File: config.mk
export PLATFORM = sky130hd
export DESIGN_NAME = rmd_fht
export DESIGN_NICKNAME = d
export VERILOG_FILES = /design/src/rtl/rmd_pkg.sv /design/src/rtl/rmd_fht.sv
export SDC_FILE = /design/constraint.sdc
export NUM_CORES = 2
export LEC_CHECK = 0
export BUFFER_PORTS_ARGS = -buffer_cell sky130_fd_sc_hd__buf_2
export CAP_MARGIN = 25
export CORE_ASPECT_RATIO = 0.9
export CORE_MARGIN = 2
export CORE_UTILIZATION = 30
export CTS_CLUSTER_DIAMETER = 40
export DETAILED_ROUTE_END_ITERATION = 8
export GPL_ROUTABILITY_DRIVEN = 1
export PLACE_DENSITY = 0.53
export SKIP_CTS_REPAIR_TIMING = 1
export SYNTH_ARGS = -nofsm -noshare
export SYNTH_HDL_FRONTEND = slang
export SYNTH_SLANG_ARGS = --single-unit
File: constraint.sdc
create_clock -name clk_i -period 5.65 [get_ports clk_i]
set_input_delay 0.8475 -clock clk_i [delete_from_list [all_inputs] [get_ports clk_i]]
set_output_delay 0.8475 -clock clk_i [all_outputs]
set_load 0.01 [all_outputs]
File: src/rtl/rmd_pkg.sv
// ----------------------------------------------------------------------------
// rmd_pkg
// Shared widths, basis masks and codeword rebuild for the RM(1,m) decoder.
// ----------------------------------------------------------------------------
package rmd_pkg;

  // fixed field widths of the beat payloads
  localparam int WORD_W      = 64;
  localparam int MSG_W       = 7;
  localparam int DIST_W      = 6;
  localparam int ORDER_M_DEF = 6;
  localparam int BASIS_N     = 6;

  // positions j whose bit k is set
  localparam logic [WORD_W-1:0] BASIS_MASK [BASIS_N] = '{
    64'hAAAA_AAAA_AAAA_AAAA,
    64'hCCCC_CCCC_CCCC_CCCC,
    64'hF0F0_F0F0_F0F0_F0F0,
    64'hFF00_FF00_FF00_FF00,
    64'hFFFF_0000_FFFF_0000,
    64'hFFFF_FFFF_0000_0000
  };

  // codeword of a message: xor of selected basis rows, complemented by the
  // constant term, cut to the code length
  function automatic logic [WORD_W-1:0] build_codeword(logic [MSG_W-1:0] msg, int order);
    logic [WORD_W-1:0] cw;
    logic [WORD_W-1:0] lmask;
    cw = '0;
    for (int k = 0; k < BASIS_N; k++) begin
      if ((k < order) && msg[k]) begin
        cw = cw ^ BASIS_MASK[k];
      end
    end
    if (msg[order]) begin
      cw = ~cw;
    end
    if (order >= BASIS_N) begin
      lmask = '1;
    end else begin
      lmask = (WORD_W'(1) << (1 << order)) - WORD_W'(1);
    end
    return cw & lmask;
  endfunction

endpackage

File: src/rtl/rmd_fht.sv
// ----------------------------------------------------------------------------
// rmd_fht
// Pipelined fast Hadamard transform: one butterfly rank per register stage,
// gives the correlation of the received word with every linear codeword.
// ----------------------------------------------------------------------------
module rmd_fht #(
  parameter int ORDER_M = rmd_pkg::ORDER_M_DEF
) (
  input  logic                        clk_i,
  input  logic                        rst_ni,
  input  logic                        en_i,
  input  logic                        valid_i,
  input  logic [rmd_pkg::WORD_W-1:0]  word_i,
  output logic                        valid_o,
  output logic signed [ORDER_M+1:0]   corr_o [1 << ORDER_M]
);
  import rmd_pkg::*;

  localparam int N     = 1 << ORDER_M;
  localparam int VAL_W = ORDER_M + 2;

  logic signed [VAL_W-1:0] x_in   [N];
  logic signed [VAL_W-1:0] src    [ORDER_M][N];
  logic signed [VAL_W-1:0] stg_q  [ORDER_M][N];
  logic [ORDER_M-1:0]      vld_q;

  // received bit 0 maps to +1, bit 1 to -1
  always_comb begin
    for (int j = 0; j < N; j++) begin
      x_in[j] = word_i[j] ? {VAL_W{1'b1}} : VAL_W'(1);
    end
  end

  // input of each butterfly rank
  always_comb begin
    for (int s = 0; s < ORDER_M; s++) begin
      for (int i = 0; i < N; i++) begin
        src[s][i] = (s == 0) ? x_in[i] : stg_q[(s == 0) ? 0 : s - 1][i];
      end
    end
  end

  // butterfly ranks, one register stage each
  always_ff @(posedge clk_i) begin
    if (en_i) begin
      for (int s = 0; s < ORDER_M; s++) begin
        for (int i = 0; i < N; i++) begin
          if (((i >> s) & 1) == 0) begin
            stg_q[s][i] <= src[s][i] + src[s][i ^ (1 << s)];
          end else begin
            stg_q[s][i] <= src[s][i ^ (1 << s)] - src[s][i];
          end
        end
      end
    end
  end

  // valid bits travel with the ranks
  always_ff @(posedge clk_i or negedge rst_ni) begin
    if (!rst_ni) begin
      vld_q <= '0;
    end else if (en_i) begin
      for (int s = 0; s < ORDER_M; s++) begin
        vld_q[s] <= (s == 0) ? valid_i : vld_q[(s == 0) ? 0 : s - 1];
      end
    end
  end

  assign valid_o = vld_q[ORDER_M-1];
  assign corr_o  = stg_q[ORDER_M-1];

endmodule

==> results.yml <==
timing:
  layout_setup_ws_ns: 2.60
  final-setup-viol-count: 0
  drv_slew: 0
  fmax_mhz: 328
  finalCritPeriodShare_pct: 54.0
  rsz0062_at_grt: "false"
  final_hold_viol_count: 0
  period_minus_slack_ns: 3.05
  skew_ns: 0.0716
  tightest_slew_ns: 1.11
  relSlewSlack_pct: 24.8
  fin_setup_tns_ns: 0
routing:
  drtPass1Iterations: 7
  drtIter0Drc: 7000
  viasPerCell: 4.69
  drc: 0
  wl_um: 374000
  wl_per_cell_um: 19.1
  detail-route-antenna-nets: 0
  vias: 91900
global_route:
  grtUsageMet2_pct: 24.4
  grt_pass1_vias: 88400
  grt_pass1_wl_um: 554000
  use_met3_pct: 3.07
  grt_use_met1_pct: 22.2
  antenna_found_initial: 62
  grt_start_max_net_pins: 137
  grt.overflow.total: 0
  grt_usage_pct: 15.5
  top_usage_layer: "met2"
place:
  dp_hpwl_um: 302000
  gp_congestion: 0.870
  dp_slack_ns: 2.58
  io_buffers: 516
status:
  outcome: "finished, final reports clean"
synth:
  synth-adder-area-share_pct: 20.1
  synth.avg_cell_area_um2: 11.0
  ys_types: 61
  synthMuxAreaShare_pct: 0.259
  syn_area_um2: 138000
  yosys.area_share.simple_pct: 9.30
  postSynth.asyncResetShare_pct: 0.296
  synth_edf_count: 2024
  synth_cells: 12600
  ys_seq_elements: 2030
  synth_top_area_cell: "edfxtp_1"
  synth_compound_area_share_pct: 13.0
  synthXorXnorAreaFrac_pct: 6.55
  synth_area_leaders: "edfxtp_1 (44%), ha_1 (14%), fa_1 (5.9%)"
  synth.top_cell.area_share_pct: 44.0
  synth_top_family_by_area: "adder cells"
  synth_ff_type: "edfxtp_1"
  yosys_warnings: 0
  yosysSeqAreaShare_pct: 44.1
power:
  intPower_mw: 62.8
  seq_power_share_pct: 29.5
  p_leak_nw: 66.9
  cellPowerDensity_nw_per_um2: 673
  sw_frac_of_total_pct: 41.9
  clockPowerShare_pct: 21.4
  combPwrFrac_pct: 49.1
  p_sw_mw: 45.2
  ir_worst_vdd_mv: 0.311
  power_mw: 108
critical_path:
  cp-endpoint: "stg_q[4][239]"
  cp_max_fo: 9
  crit-reg2reg-launch: "stg_q[3][121]"
  arrival_ns: 3.66
  ff2ff_path_depth: 7
  critPathCaptureType: "flip-flop"
  worst_setup_path_start_kind: "flip-flop"
  cp.required_ns: 6.26
  rrSetupSlack_ns: 2.60
  path_class: "flip-flop to flip-flop"
  crit_start: "stg_q[3][121]"
  r2r-end: "stg_q[4][239]"
floorplan:
  die_h_um: 648
  ioPinCount: 581
  rows: 236
  die_area_um2: 466000
  die_x_um: 719
  core_area_um2: 459000
  initial_core_util_pct: 30.1
final_layout:
  syn2layout_area_growth_pct: 16.1
  layout-drive-gt1-share_pct: 9.32
  fin_nets: 15200
  nFillCells: 45600
run:
  cap_violations: 0
clock_network:
  cts_tree: "yes"
  cts_htree_levels: 5
  cts_num_sinks: 2030
  clk_latency_ns: 0.97
  numCtsBuffers: 375
  clockRootBuffer: "clkbuf_16"
  cts_buffer_depth: 4
  clk_pin_slew_worst_paths_ns: 0.06
worst_hold_path:
  hp-class: "input pin to flip-flop"
[power by group through the flow]
stage                     sequential (mW)  combinational (mW)  clock [mW]
after floorplan                      30.2                36.8           0
after global placement               32.2                52.5           0
after detailed placement             32.3                52.8           0
after CTS                            32.1                53.1        23.6
after global routing                 32.4                59.0        24.3
final                                31.9                53.0        23.1
[worst max-delay path, cell delays in order (launching register included)]
cell      delay (ns)
edfxtp_1        0.40
ha_1            0.58
inv_1           0.57
fa_1            0.57
o21bai_1        0.21
a221oi_1        0.11
o21bai_1        0.17
xor2_1          0.09
[through the flow]
stage	area [um^2]	hold slack [ns]	utilization (%)	cells
2_1_floorplan	138000	0.475	-	12600
3_3_place_gp	147000	0.489	32.1	18800
3_5_place_dp	147000	0.494	32.1	18800
4_1_cts	160000	-0.336	34.9	19500
5_1_grt	160000	0.131	34.9	19600
6_report	160000	0.174	34.9	19600
[flip-flops by register name, indices dropped and copies added (netlist names)]
signal,count
stg_q,2024
vld_q,6
[cells in the mapped netlist (31+ instances only)]
library cell	count
o21a_1	283
and2_1	31
o31a_1	106
o21bai_1	390
inv_1	1909
a221o_1	43
nor2b_1	310
o311ai_0	133
a31oi_1	44
nor3_1	359
or4_1	98
nand2_1	434
edfxtp_1	2024
a221oi_1	195
a21oi_1	595
xnor2_1	666
nand2b_1	195
o21ai_0	357
nand3_1	229
buf_4	129
a211oi_1	74
xor2_1	366
o211ai_1	138
ha_1	1562
nor3b_1	121
a21o_1	50
a21boi_0	49
o211a_1	43
fa_1	408
clkbuf_1	290
nor2_1	707
[logic make-up after synthesis]
| kind of cell | Yosys count |
|---|---|
| flip-flops | 2030 |
| AND/OR/NAND/NOR | 2565 |
| AO/OA/AOI/OAI | 2593 |
| other | 1 |
| XOR/XNOR | 1032 |
| multiplexers | 33 |
| buffers and inverters | 2337 |
| adder cells (fa/ha/maj) | 1970 |
[layer usage]
metal,wire [um],up-vias
met5,303,-
met4,6990,50
met3,21900,440
met2,166000,2033
met1,179000,44400
li1,-,44900
[how the worst min path moves through the flow]
stage / slack [ns] / cells past startpoint / endpoint / start
5_1_grt: 0.13 / 2 / vld_q[0] / valid_i
4_1_cts: -0.34 / 1 / vld_q[4] / rst_ni
3_3_place_gp: 0.49 / 1 / vld_q[1] / vld_q[0]
2_1_floorplan: 0.47 / 1 / vld_q[0] / vld_q[0]
3_5_place_dp: 0.49 / 1 / vld_q[3] / vld_q[3]
6_report: 0.17 / 2 / vld_q[0] / valid_i
[cell type report]
type                            instances  area (um^2)  share of cell area [%]
Inverter                             1910         7170                    4.47
Antenna cell                           19         47.5                  0.0297
Tap cell                             6069         7590                    4.74
Clock buffer                          414         9690                    6.04
Timing Repair Buffer                  582         3360                    2.10
Sequential cell                      2030        60900                    38.0
Clock inverter                        288         3400                    2.12
Multi-Input combinational cell       8257        68200                    42.5
[cell usage in the layout (no fill, tap or decap), drive strengths merged, types with 357 or more instances in the layout]
cell / count
xnor2: 666
nor3: 359
xor2: 366
nand2: 434
a21oi: 595
nor2: 707
clkbuf: 414
edfxtp: 2024
o21bai: 390
inv: 2011
buf: 581
ha: 1562
o21ai: 357
fa: 408
Power figures use the tool's default switching activity.
